### config.mk
export PLATFORM = sky130hd
export DESIGN_NAME = keypad_code_lock_flat
export DESIGN_NICKNAME = d
export VERILOG_FILES = /design/src/sv/kcl_pkg.sv /design/src/sv/kcl_key_if.sv /design/src/sv/kcl_res_if.sv /design/src/sv/keypad_code_lock.sv /design/src/flat_wrapper.sv
export SDC_FILE = /design/constraint.sdc
export NUM_CORES = 1
export LEC_CHECK = 0
export BUFFER_PORTS_ARGS = -buffer_cell sky130_fd_sc_hd__buf_2
export CORE_MARGIN = 2
export CORE_UTILIZATION = 50
export DETAILED_ROUTE_END_ITERATION = 8
export GPL_TIMING_DRIVEN = 0
export PLACE_DENSITY = 0.67
export SETUP_SLACK_MARGIN = 0.4
export SYNTH_ARGS = -nofsm -noshare
export SYNTH_HDL_FRONTEND = slang
export SYNTH_SLANG_ARGS = --single-unit
### constraint.sdc
create_clock -name i_clk -period 5.45 [get_ports i_clk]
set_input_delay 1.09 -clock i_clk [delete_from_list [all_inputs] [get_ports i_clk]]
set_output_delay 1.09 -clock i_clk [all_outputs]
set_load 0.02 [all_outputs]
### src/sv/kcl_pkg.sv
// ----------------------------------------------------------------------------
// kcl_pkg
// Shared types and constants of the keypad code lock: key codes, event codes,
// the lock phase and the result word.
// ----------------------------------------------------------------------------
package kcl_pkg;

    // Key codes
    localparam logic [7:0] KEY_NONE   = 8'hFF;
    localparam logic [7:0] KEY_LOGIN  = 8'h31;
    localparam logic [7:0] KEY_CHANGE = 8'h32;

    // Saturation value of the failed-attempt counter and reset value of the failed-login limit
    localparam logic [2:0] ATTEMPT_SAT  = 3'd7;
    localparam logic [2:0] ATTEMPT_RST  = 3'd3;

    // Event codes reported with every word
    typedef enum logic [3:0] {
        EV_TAKEN       = 4'd0,
        EV_SAVED       = 4'd1,
        EV_BAD_CHOICE  = 4'd2,
        EV_WRONG       = 4'd3,
        EV_LOCKED      = 4'd4,
        EV_GRANTED     = 4'd5,
        EV_CUR_WRONG   = 4'd6,
        EV_MISMATCH    = 4'd7,
        EV_UPDATED     = 4'd8,
        EV_IGNORED     = 4'd9
    } t_event;

    // Lock phase, one-hot
    typedef enum logic [7:0] {
        M_SETUP   = 8'b0000_0001,
        M_MENU    = 8'b0000_0010,
        M_LOGIN   = 8'b0000_0100,
        M_CHG_CUR = 8'b0000_1000,
        M_CHG_NEW = 8'b0001_0000,
        M_CHG_RE  = 8'b0010_0000,
        M_GRANTED = 8'b0100_0000,
        M_LOCKED  = 8'b1000_0000
    } t_mode;

    // Result word
    typedef struct packed {
        t_event     event_res;
        logic       door_open;
        logic       locked;
        logic [2:0] digits_entered;
    } t_result;

endpackage

### src/sv/kcl_key_if.sv
// ----------------------------------------------------------------------------
// kcl_key_if
// Key channel: valid/ready handshake carrying one keypad code per word.
// ----------------------------------------------------------------------------
interface kcl_key_if;
    logic       valid;
    logic       ready;
    logic [7:0] key;

    modport source (output valid, output key, input ready);
    modport sink   (input valid, input key, output ready);
endinterface

### src/sv/kcl_res_if.sv
// ----------------------------------------------------------------------------
// kcl_res_if
// Result channel: valid/ready handshake carrying one lock event per word.
// ----------------------------------------------------------------------------
interface kcl_res_if;
    logic       valid;
    logic       ready;
    logic [3:0] event_res;
    logic       door_open;
    logic       locked;
    logic [2:0] digits_entered;

    modport source (output valid, output event_res, output door_open,
                    output locked, output digits_entered, input ready);
    modport sink   (input valid, input event_res, input door_open,
                    input locked, input digits_entered, output ready);
endinterface

### src/sv/keypad_code_lock.sv
// ----------------------------------------------------------------------------
// keypad_code_lock
// Keypad combination lock: first code setup, login with attempt limit and
// lockout, and code change with double entry of the new code.
// ----------------------------------------------------------------------------
//  channel   dir  handshake      payload
//  i_key     in   valid/ready    key[7:0]
//  o_res     out  valid/ready    event_res[3:0] door_open locked digits_entered[2:0]
//  i_cfg     in   write enable   i_cfg_wdata[2:0] = failed-login limit
//
// One key word per cycle while i_key.ready is high; its result is registered into the output queue.
// The whole update (phase step, digit store, parallel code compare) sits
// between the key handshake and a two-word output queue.
// A stalled output keeps up to two results; i_key.ready drops only when both
// are occupied. Reset (synchronous, active low) returns to first code setup
// with a failed-login limit of 3; code buffers are not cleared.
// ----------------------------------------------------------------------------
module keypad_code_lock #(
    parameter int CODE_DIGITS = 4
) (
    input  logic        i_clk,
    input  logic        i_rst_n,
    kcl_key_if.sink     i_key,
    kcl_res_if.source   o_res,
    input  logic        i_cfg_we,
    input  logic [2:0]  i_cfg_wdata
);

    localparam int CW = (CODE_DIGITS > 1) ? $clog2(CODE_DIGITS) : 1;
    localparam logic [CW-1:0] LAST_IDX = CW'(CODE_DIGITS - 1);

    // State
    kcl_pkg::t_mode   r_mode, n_mode;
    logic [CW-1:0]    r_count, n_count;
    logic [2:0]       r_att, n_att;
    logic [2:0]       r_max;
    logic [7:0]       r_entry  [CODE_DIGITS];
    logic [7:0]       r_stored [CODE_DIGITS];
    logic [7:0]       r_new    [CODE_DIGITS];

    // Output queue: head and skid word
    kcl_pkg::t_result r_head, r_skid, res;
    logic             r_head_valid, r_skid_valid;

    logic             accept, fire;
    logic             is_none, last, match_stored, match_new;
    logic             wr_entry, wr_new, cp_entry, cp_new;
    logic [7:0]       cand [CODE_DIGITS];
    logic [CW+2:0]    cnt_wide;
    kcl_pkg::t_event  ev;

    assign accept = i_key.valid & i_key.ready;
    assign fire   = r_head_valid & o_res.ready;
    assign i_key.ready = ~r_skid_valid;

    assign is_none = (i_key.key == kcl_pkg::KEY_NONE);
    assign last    = (r_count == LAST_IDX);

    // Build the entry as it stands with this key put in place
    always_comb begin
        for (int i = 0; i < CODE_DIGITS; i++) begin
            cand[i] = (r_count == CW'(i)) ? i_key.key : r_entry[i];
        end
    end

    // Parallel compares of the completed entry
    always_comb begin
        match_stored = 1'b1;
        match_new    = 1'b1;
        for (int i = 0; i < CODE_DIGITS; i++) begin
            if (cand[i] != r_stored[i]) match_stored = 1'b0;
            if (cand[i] != r_new[i])    match_new    = 1'b0;
        end
    end

    // Phase step for one key
    always_comb begin
        n_mode   = r_mode;
        n_count  = r_count;
        n_att    = r_att;
        ev       = kcl_pkg::EV_TAKEN;
        wr_entry = 1'b0;
        wr_new   = 1'b0;
        cp_entry = 1'b0;
        cp_new   = 1'b0;
        if (is_none) begin
            ev = kcl_pkg::EV_IGNORED;
        end else begin
            case (r_mode)
                kcl_pkg::M_SETUP: begin
                    wr_entry = 1'b1;
                    n_count  = last ? '0 : r_count + 1'b1;
                    if (last) begin
                        cp_entry = 1'b1;
                        n_mode   = kcl_pkg::M_MENU;
                        ev       = kcl_pkg::EV_SAVED;
                    end
                end
                kcl_pkg::M_MENU: begin
                    n_count = '0;
                    if (i_key.key == kcl_pkg::KEY_LOGIN) begin
                        n_mode = kcl_pkg::M_LOGIN;
                    end else if (i_key.key == kcl_pkg::KEY_CHANGE) begin
                        n_mode = kcl_pkg::M_CHG_CUR;
                    end else begin
                        ev = kcl_pkg::EV_BAD_CHOICE;
                    end
                end
                kcl_pkg::M_LOGIN: begin
                    wr_entry = 1'b1;
                    n_count  = last ? '0 : r_count + 1'b1;
                    if (last) begin
                        if (match_stored) begin
                            n_mode = kcl_pkg::M_GRANTED;
                            ev     = kcl_pkg::EV_GRANTED;
                        end else begin
                            n_att = (r_att < kcl_pkg::ATTEMPT_SAT) ? r_att + 1'b1 : r_att;
                            if (n_att >= r_max) begin
                                n_mode = kcl_pkg::M_LOCKED;
                                ev     = kcl_pkg::EV_LOCKED;
                            end else begin
                                ev = kcl_pkg::EV_WRONG;
                            end
                        end
                    end
                end
                kcl_pkg::M_CHG_CUR: begin
                    wr_entry = 1'b1;
                    n_count  = last ? '0 : r_count + 1'b1;
                    if (last) begin
                        if (match_stored) begin
                            n_mode = kcl_pkg::M_CHG_NEW;
                        end else begin
                            n_mode = kcl_pkg::M_MENU;
                            ev     = kcl_pkg::EV_CUR_WRONG;
                        end
                    end
                end
                kcl_pkg::M_CHG_NEW: begin
                    wr_new  = 1'b1;
                    n_count = last ? '0 : r_count + 1'b1;
                    if (last) n_mode = kcl_pkg::M_CHG_RE;
                end
                kcl_pkg::M_CHG_RE: begin
                    wr_entry = 1'b1;
                    n_count  = last ? '0 : r_count + 1'b1;
                    if (last) begin
                        n_mode = kcl_pkg::M_MENU;
                        if (match_new) begin
                            cp_new = 1'b1;
                            ev     = kcl_pkg::EV_UPDATED;
                        end else begin
                            ev = kcl_pkg::EV_MISMATCH;
                        end
                    end
                end
                kcl_pkg::M_GRANTED: begin
                    ev = kcl_pkg::EV_IGNORED;
                end
                default: begin
                    n_mode = kcl_pkg::M_LOCKED;
                    ev     = kcl_pkg::EV_LOCKED;
                end
            endcase
        end
    end

    // Form the result word
    assign cnt_wide = {3'b000, n_count};
    always_comb begin
        res.event_res      = ev;
        res.door_open      = (n_mode == kcl_pkg::M_GRANTED);
        res.locked         = (n_mode == kcl_pkg::M_LOCKED);
        res.digits_entered = cnt_wide[2:0];
    end

    // Advance control state on an accepted word; take config writes
    always_ff @(posedge i_clk) begin
        if (!i_rst_n) begin
            r_mode  <= kcl_pkg::M_SETUP;
            r_count <= '0;
            r_att   <= '0;
            r_max   <= kcl_pkg::ATTEMPT_RST;
        end else begin
            if (accept) begin
                r_mode  <= n_mode;
                r_count <= n_count;
                r_att   <= n_att;
            end
            if (i_cfg_we) r_max <= i_cfg_wdata;
        end
    end

    // Code buffers, no reset
    always_ff @(posedge i_clk) begin
        if (accept) begin
            for (int i = 0; i < CODE_DIGITS; i++) begin
                if (wr_entry) r_entry[i] <= cand[i];
                if (wr_new && r_count == CW'(i)) r_new[i] <= i_key.key;
                if (cp_entry) r_stored[i] <= cand[i];
                else if (cp_new) r_stored[i] <= r_new[i];
            end
        end
    end

    // Output queue: refill head from skid or from the new result
    always_ff @(posedge i_clk) begin
        if (!i_rst_n) begin
            r_head_valid <= 1'b0;
            r_skid_valid <= 1'b0;
        end else if (!r_head_valid || fire) begin
            if (r_skid_valid) begin
                r_head_valid <= 1'b1;
                r_skid_valid <= accept;
            end else begin
                r_head_valid <= accept;
                r_skid_valid <= 1'b0;
            end
        end else if (accept) begin
            r_skid_valid <= 1'b1;
        end
    end

    // Payload of the queue, no reset
    always_ff @(posedge i_clk) begin
        if (!r_head_valid || fire) begin
            if (r_skid_valid) begin
                r_head <= r_skid;
                r_skid <= res;
            end else begin
                r_head <= res;
            end
        end else if (accept) begin
            r_skid <= res;
        end
    end

    assign o_res.valid          = r_head_valid;
    assign o_res.event_res      = r_head.event_res;
    assign o_res.door_open      = r_head.door_open;
    assign o_res.locked         = r_head.locked;
    assign o_res.digits_entered = r_head.digits_entered;

    // Lockout is permanent until reset
    a_lock_holds: assert property (@(posedge i_clk) disable iff (!i_rst_n)
        r_mode == kcl_pkg::M_LOCKED |=> r_mode == kcl_pkg::M_LOCKED)
        else $error("lockout left without reset");

    // Granted access is permanent until reset
    a_grant_holds: assert property (@(posedge i_clk) disable iff (!i_rst_n)
        r_mode == kcl_pkg::M_GRANTED |=> r_mode == kcl_pkg::M_GRANTED)
        else $error("granted state left without reset");

    // Skid word only exists behind a head word
    a_skid_order: assert property (@(posedge i_clk) disable iff (!i_rst_n)
        r_skid_valid |-> r_head_valid)
        else $error("skid word without head word");

    // Digit index stays inside the code length
    a_count_range: assert property (@(posedge i_clk) disable iff (!i_rst_n)
        r_count <= LAST_IDX)
        else $error("digit index out of range");

endmodule
### src/flat_wrapper.sv
// flat-port wrapper written by rule: the top's interface ports become plain ports
module keypad_code_lock_flat 
#(
    parameter int CODE_DIGITS = 4
)
  (i_clk, i_rst_n, i_cfg_we, i_cfg_wdata, i_key_valid, i_key_key, i_key_ready, o_res_valid, o_res_event_res, o_res_door_open, o_res_locked, o_res_digits_entered, o_res_ready);
  kcl_key_if i_key_i ();
  kcl_res_if o_res_i ();
  input  logic i_clk;
  input  logic i_rst_n;
  input  logic i_cfg_we;
  input  logic [2:0] i_cfg_wdata;
  input wire logic [$bits(i_key_i.valid)-1:0] i_key_valid;
  input wire logic [$bits(i_key_i.key)-1:0] i_key_key;
  output wire logic [$bits(i_key_i.ready)-1:0] i_key_ready;
  output wire logic [$bits(o_res_i.valid)-1:0] o_res_valid;
  output wire logic [$bits(o_res_i.event_res)-1:0] o_res_event_res;
  output wire logic [$bits(o_res_i.door_open)-1:0] o_res_door_open;
  output wire logic [$bits(o_res_i.locked)-1:0] o_res_locked;
  output wire logic [$bits(o_res_i.digits_entered)-1:0] o_res_digits_entered;
  input wire logic [$bits(o_res_i.ready)-1:0] o_res_ready;
  assign i_key_i.valid = i_key_valid;
  assign i_key_i.key = i_key_key;
  assign i_key_ready = i_key_i.ready;
  assign o_res_valid = o_res_i.valid;
  assign o_res_event_res = o_res_i.event_res;
  assign o_res_door_open = o_res_i.door_open;
  assign o_res_locked = o_res_i.locked;
  assign o_res_digits_entered = o_res_i.digits_entered;
  assign o_res_i.ready = o_res_ready;
  keypad_code_lock #(.CODE_DIGITS(CODE_DIGITS)) u_core (.i_clk(i_clk), .i_rst_n(i_rst_n), .i_key(i_key_i), .o_res(o_res_i), .i_cfg_we(i_cfg_we), .i_cfg_wdata(i_cfg_wdata));
endmodule
Word-level counts from Yosys, hierarchy flattened

Memory sizes are Yosys's and may differ from the RTL's.
Index checks and enable logic that the tools add are counted.

Add/sub/neg operators: 2
Order comparisons: 2
Eq/ne operators: 24
Muxes and demuxes: 93
Bitwise logic cells: 9
Reduce and logical (&&, ||, !) cells: 16

Operator list:

| kind                                                             | count |
|---|---|
| 8-bit two-way mux                                                | 20 |
| 8-bit inequality test                                            | 8 |
| 1-bit two-way mux                                                | 49 |
| 8-bit case mux with 6 select lines                               | 1 |
| 9-bit two-way mux                                                | 4 |
| 4-bit two-way mux                                                | 7 |
| 4-bit case mux with 7 select lines                               | 1 |
| 8-bit by 6-bit == test with 1-bit output (second input constant) | 3 |
| 8-bit OR reduction                                               | 3 |
| 8-bit by 7-bit == test with 1-bit output (second input constant) | 2 |
| 8-bit == test (second input constant)                            | 2 |
| 2-bit two-way mux                                                | 6 |
| 3-bit two-way mux                                                | 3 |
| 8-bit by 1-bit == test with 1-bit output (second input constant) | 1 |
| 8-bit by 2-bit == test with 1-bit output (second input constant) | 1 |
| 8-bit by 3-bit == test with 1-bit output (second input constant) | 1 |
| 8-bit by 4-bit == test with 1-bit output (second input constant) | 1 |
| 8-bit by 5-bit == test with 1-bit output (second input constant) | 1 |
| 5-bit two-way mux                                                | 1 |
| 5-bit AND reduction                                              | 1 |
| 5-bit OR reduction                                               | 1 |
| 2-bit == test (second input constant)                            | 2 |
| 1-bit logical AND                                                | 4 |
| 1-bit OR                                                         | 4 |
| 16 further kinds                                                 | 19 |

Register bits: 36
RAM bits: 96
Input port bits: 16
Logic and storage cells: 164
Memories: 3

Memory list:

| memory          | depth | width | read ports | clocked after Yosys merged registers in | write ports | line                   | source |
|---|---|---|---|---|---|---|---|
| u_core.r_entry  | 4     | 8     | 4          | 0                                       | 4           | keypad_code_lock.sv:37 | `logic [7:0] r_entry [CODE_DIGITS];` |
| u_core.r_new    | 4     | 8     | 4          | 0                                       | 1           | keypad_code_lock.sv:39 | `logic [7:0] r_new [CODE_DIGITS];` |
| u_core.r_stored | 4     | 8     | 4          | 0                                       | 4           | keypad_code_lock.sv:38 | `logic [7:0] r_stored [CODE_DIGITS];` |

Depth between registers and ports, before layout

Word-level depth: 16
Gate-level depth with buffers: 11

Worst setup path before layout

Ideal clock, no wire load.

Path kind: input -> register
From: input port i_key_key[0]
To: memory u_core.r_stored[0][0], enable pin
Library setup time: 0.432 ns
Arrival time: 3.880 ns
Data required time: 5.018 ns
Path slack: 1.138 ns
Stages: 8
Path buffers: 1
Cell sequence: buf_2 > mux2i_1 > xnor2_1 > nor4_1 > nand4_1 > nor2_2 > nand4_1 > a21oi_1

RTL lines:

| what        | line                   | source |
|---|---|---|
| from (decl) | flat_wrapper.sv:14     | `input wire logic [$bits(i_key_i.key)-1:0] i_key_key;` |
| to (decl)   | keypad_code_lock.sv:38 |  |

==> results by group <==
Outcome
  • Status: complete, no violations

Die
  • Die X-Extent: roughly 120 µm
  • Initial Util: 51.29%
  • Die H: 117.8 µm
  • Row Count: 41
  • IO Count: 27
  • Core Region: 12620 µm²
  • Full die area: 13870 µm²

Timing
  • Final Max Tran Viols: 0
  • Min Clock Period, post-route: 3.753 ns
  • Unrepaired setup endpoints after global routing: false
  • Final setup viols: 0
  • Fin Hold WS: 0.4902 ns
  • Period Utilization, post-route: 68.87%
  • Final setup TNS: 0 ns
  • Worst slew pin tran: 1.062 ns
  • Max_slew headroom: 28.42%
  • Fmax: 266.4 MHz
  • Final Hold Fails: 0
  • Skew final: 0.005527 ns

Place
  • Port Buf Inserts: 25
  • HPWL Detailed: 9615 µm
  • GPL Wtd Cong: between 0.9 and 1
  • Post-DP Area: 6883 µm²

Clocking
  • Clock root cell: clkbuf_16
  • Hold buffers post-CTS: 0
  • H-tree Lvls: 4
  • Post-CTS Resized: 0
  • CTS tree: done
  • TritonCTS Buffers: 17
  • Worst-Skew Late Latency: 0.42 ns
  • Clock-pin slew on the worst setup and hold paths: 0.05 ns
  • Sink Count: 130
  • CTS max path bufs: 2
  • Number of buffers inserted by post-CTS setup repair: 0

Synthesis
  • Netlist Area Pre-Place: 6472 µm²
  • Post-synth EDFFs: between 100 and 150
  • Cells after synthesis: just over 500
  • Main flop type after synthesis: edfxtp_1
  • Post-synth net total: 541
  • Synth async-reset ratio: 0%
  • Sequential fraction of the synthesis area: 57.53%
  • Netlist cell types: 61
  • Yosys reg bits: 130
  • Syn. warnings: 0
  • Top-area cell type share of the netlist area: 51.96%
  • Yosys top cell by area: edfxtp_1
  • Mapped Avg Cell Area: 12.52 µm²
  • Synth top area cells: edfxtp_1, xnor2_1, dfxtp_1

Routing
  • Routed vias/inst: 5.434
  • DRC Markers: 0
  • Routed WL per cell: around 19 µm
  • Antenna viol nets, final: 0
  • Detailed Route Iter0 Violations: between 300 and 400
  • Final WL: 13850 µm
  • Drt pass-1 iters: 4
  • Via count: ~4100

Worst setup path
  • Worst path max stage delay: 0.56 ns
  • Worst path arrival time: 3.88 ns
  • Delay-heaviest family, CP: simple AND/OR/NAND/NOR gates
  • Worst path cell trace: buf_2 > buf_2 > mux2i_1 > xnor2_1 > nor4_1 > nand4_1 > nor2_2 > nand4_1 > a21oi_4 > buf_16
  • Largest fanout on the critical path: 20
  • Cell count along the critical path: 10
  • Worst Setup SP: i_key_key[0]
  • Setup CP Type: in2reg
  • Element type at the critical path end: register
  • CP Launch Type: primary input
  • RR Startpoint: u_core.r_count[0]
  • Crit path max-delay cell type: a21oi_4
  • Buf/Inv on CP: 3
  • Crit path required time: 5.57 ns
  • R2R cell count: 10

Pwr
  • Clk pwr share: 44.1%
  • Net Sw Power: 0.0006410 W
  • Cell Int Power: 0.002098 W
  • Cell Pwr Density: between 300 and 400 nW/µm²
  • Reg power frac: a little over two fifths
  • Pleak: 2.801 nW
  • Combinational power share: 13.3%
  • Switch share: between 20% and 30%
  • Maximum vdd ir drop: 0.2339 mV

Finish
  • Share of layout cells above drive strength 1: 18.40%
  • Commonest non-fill, non-tap cells in the layout: edfxtp_1, inv_1, xnor2_1
  • Area grow syn2layout: 16.06%
  • Most common cell after layout, fill and taps aside: edfxtp_1
  • Layout fillers: 1070
  • Nets: 587
  • Antenna cells: 0
  • Final instance area: ~7500 µm²

Global route
  • Total global-route track usage: a little over a fifth
  • First-pass GRT wire length: around 22000 µm
  • Pin count of the biggest net entering global routing: 27
  • Initial antenna violation count: 0
  • GR Overflow Total: 0
  • Vias in the first global route: 4192

Min path
  • WHS Path Cells: 2
  • Hold Crit Start: u_core.r_max[0]
  • Hold Path Class: reg2reg

Flow run
  • Maxcap violations: 0
[cell type report]
type | instances | area (µm²) | share of cell area (%)
sequential | 130 | 3724 | 49.57
multi-input combinational | 297 | 2396 | 31.90
clock buffer | 20 | 436.7 | 5.813
inverter | 75 | 281.5 | 3.748
tap | 172 | 215.2 | 2.865
clock inverter | 12 | 187.7 | 2.498
timing repair buffer | 27 | 172.7 | 2.298
buffer | 15 | 98.84 | 1.316
[layer usage]
| layer | track usage, % | vias to the layer above | part of all wire, % |
|---|---|---|---|
| met1 | 26.82 | 1995 | 44 |
| met4 | 10.69 | 0 | 3.3 |
| li1 | - | 1921 | - |
| met5 | 0 | - | 0 |
| met3 | 5.136 | 37 | 4.4 |
| met2 | 34.56 | 112 | 48 |
[worst min-delay path, stage by stage (launching register included)]
cell and delay (ns):
dfxtp_1 0.34, mux2i_1 0.07, nand2_1 0.06
[sequential cells by signal, indices dropped and copies added (netlist names)]
signal,cells
u_core.r_entry,32
u_core.r_new,32
u_core.r_stored,32
u_core.r_mode,8
u_core.r_skid,8
u_core.o_res.event_res,4
u_core.r_att,3
u_core.r_max,3
u_core.o_res.digits_entered,2
u_core.r_count,2
u_core.o_res.door_open,1
u_core.o_res.locked,1
u_core.o_res.valid,1
u_core.r_skid_valid,1
[synth_stat cells, types with 6 or more instances]
library cell and n:
edfxtp_1 112, inv_1 74, xnor2_1 66, nand2_1 29, dfxtp_1 18, mux2i_2 18
nor2_1 18, mux2i_1 15, nor4_1 13, a21oi_1 11, o21ai_0 11, ha_1 8
nand3_1 8, nor2b_1 8, clkbuf_1 7, nor3_1 7, and3_1 6, nand4_1 6
[final timing paths]
| check | to | slack, ns |
|---|---|---|
| worst min-delay path | u_core.r_max[0] | 0.49 |
| worst max register to register | u_core.r_stored[0][4] | 1.72 |
| worst max-delay path | u_core.r_stored[0][4] | 1.70 |
| worst min register to register | u_core.r_max[0] | 0.49 |
[logic make-up (layout without fill, tap and decap cells)]
kind of cell,after synthesis,in the layout,synth area share (%)
xor gates and xnor gates,68,68,9.202
and+or+nand+nor,119,119,10.56
buffers and inverters,90,149,5.877
other,1,1,0.05794
AOI/OAI and AO/OA,58,58,6.650
adders and majority gates,8,8,1.547
muxes,43,43,8.583
DFF,130,130,57.53
[power by group through the flow]
stage | Combinational (W) | Clock, W | Sequential (W)
6_report | 0.000363 | 0.00121 | 0.00117
5_1_grt | 0.000397 | 0.00126 | 0.00117
4_1_cts | 0.000365 | 0.00123 | 0.00117
3_5_place_dp | 0.000362 | 0 | 0.00119
3_3_place_gp | 0.000349 | 0 | 0.00119
2_1_floorplan | 0.000255 | 0 | 0.00120
[per-stage QoR]
| step | util (%) | cells | power [W] | setup WS (ns) |
|---|---|---|---|---|
| 3_5_place_dp | 54.54 | 716 | 0.001552 | 1.332 |
| 3_3_place_gp | 53.99 | 714 | 0.001539 | -0.5878 |
| 6_report | 59.53 | 748 | 0.002739 | 1.697 |
| 2_1_floorplan | - | 517 | 0.001454 | 1.138 |
| 5_1_grt | 59.53 | 748 | 0.002834 | 1.524 |
| 4_1_cts | 59.49 | 748 | 0.002763 | 1.672 |
(Power assumes the default switching activity.)
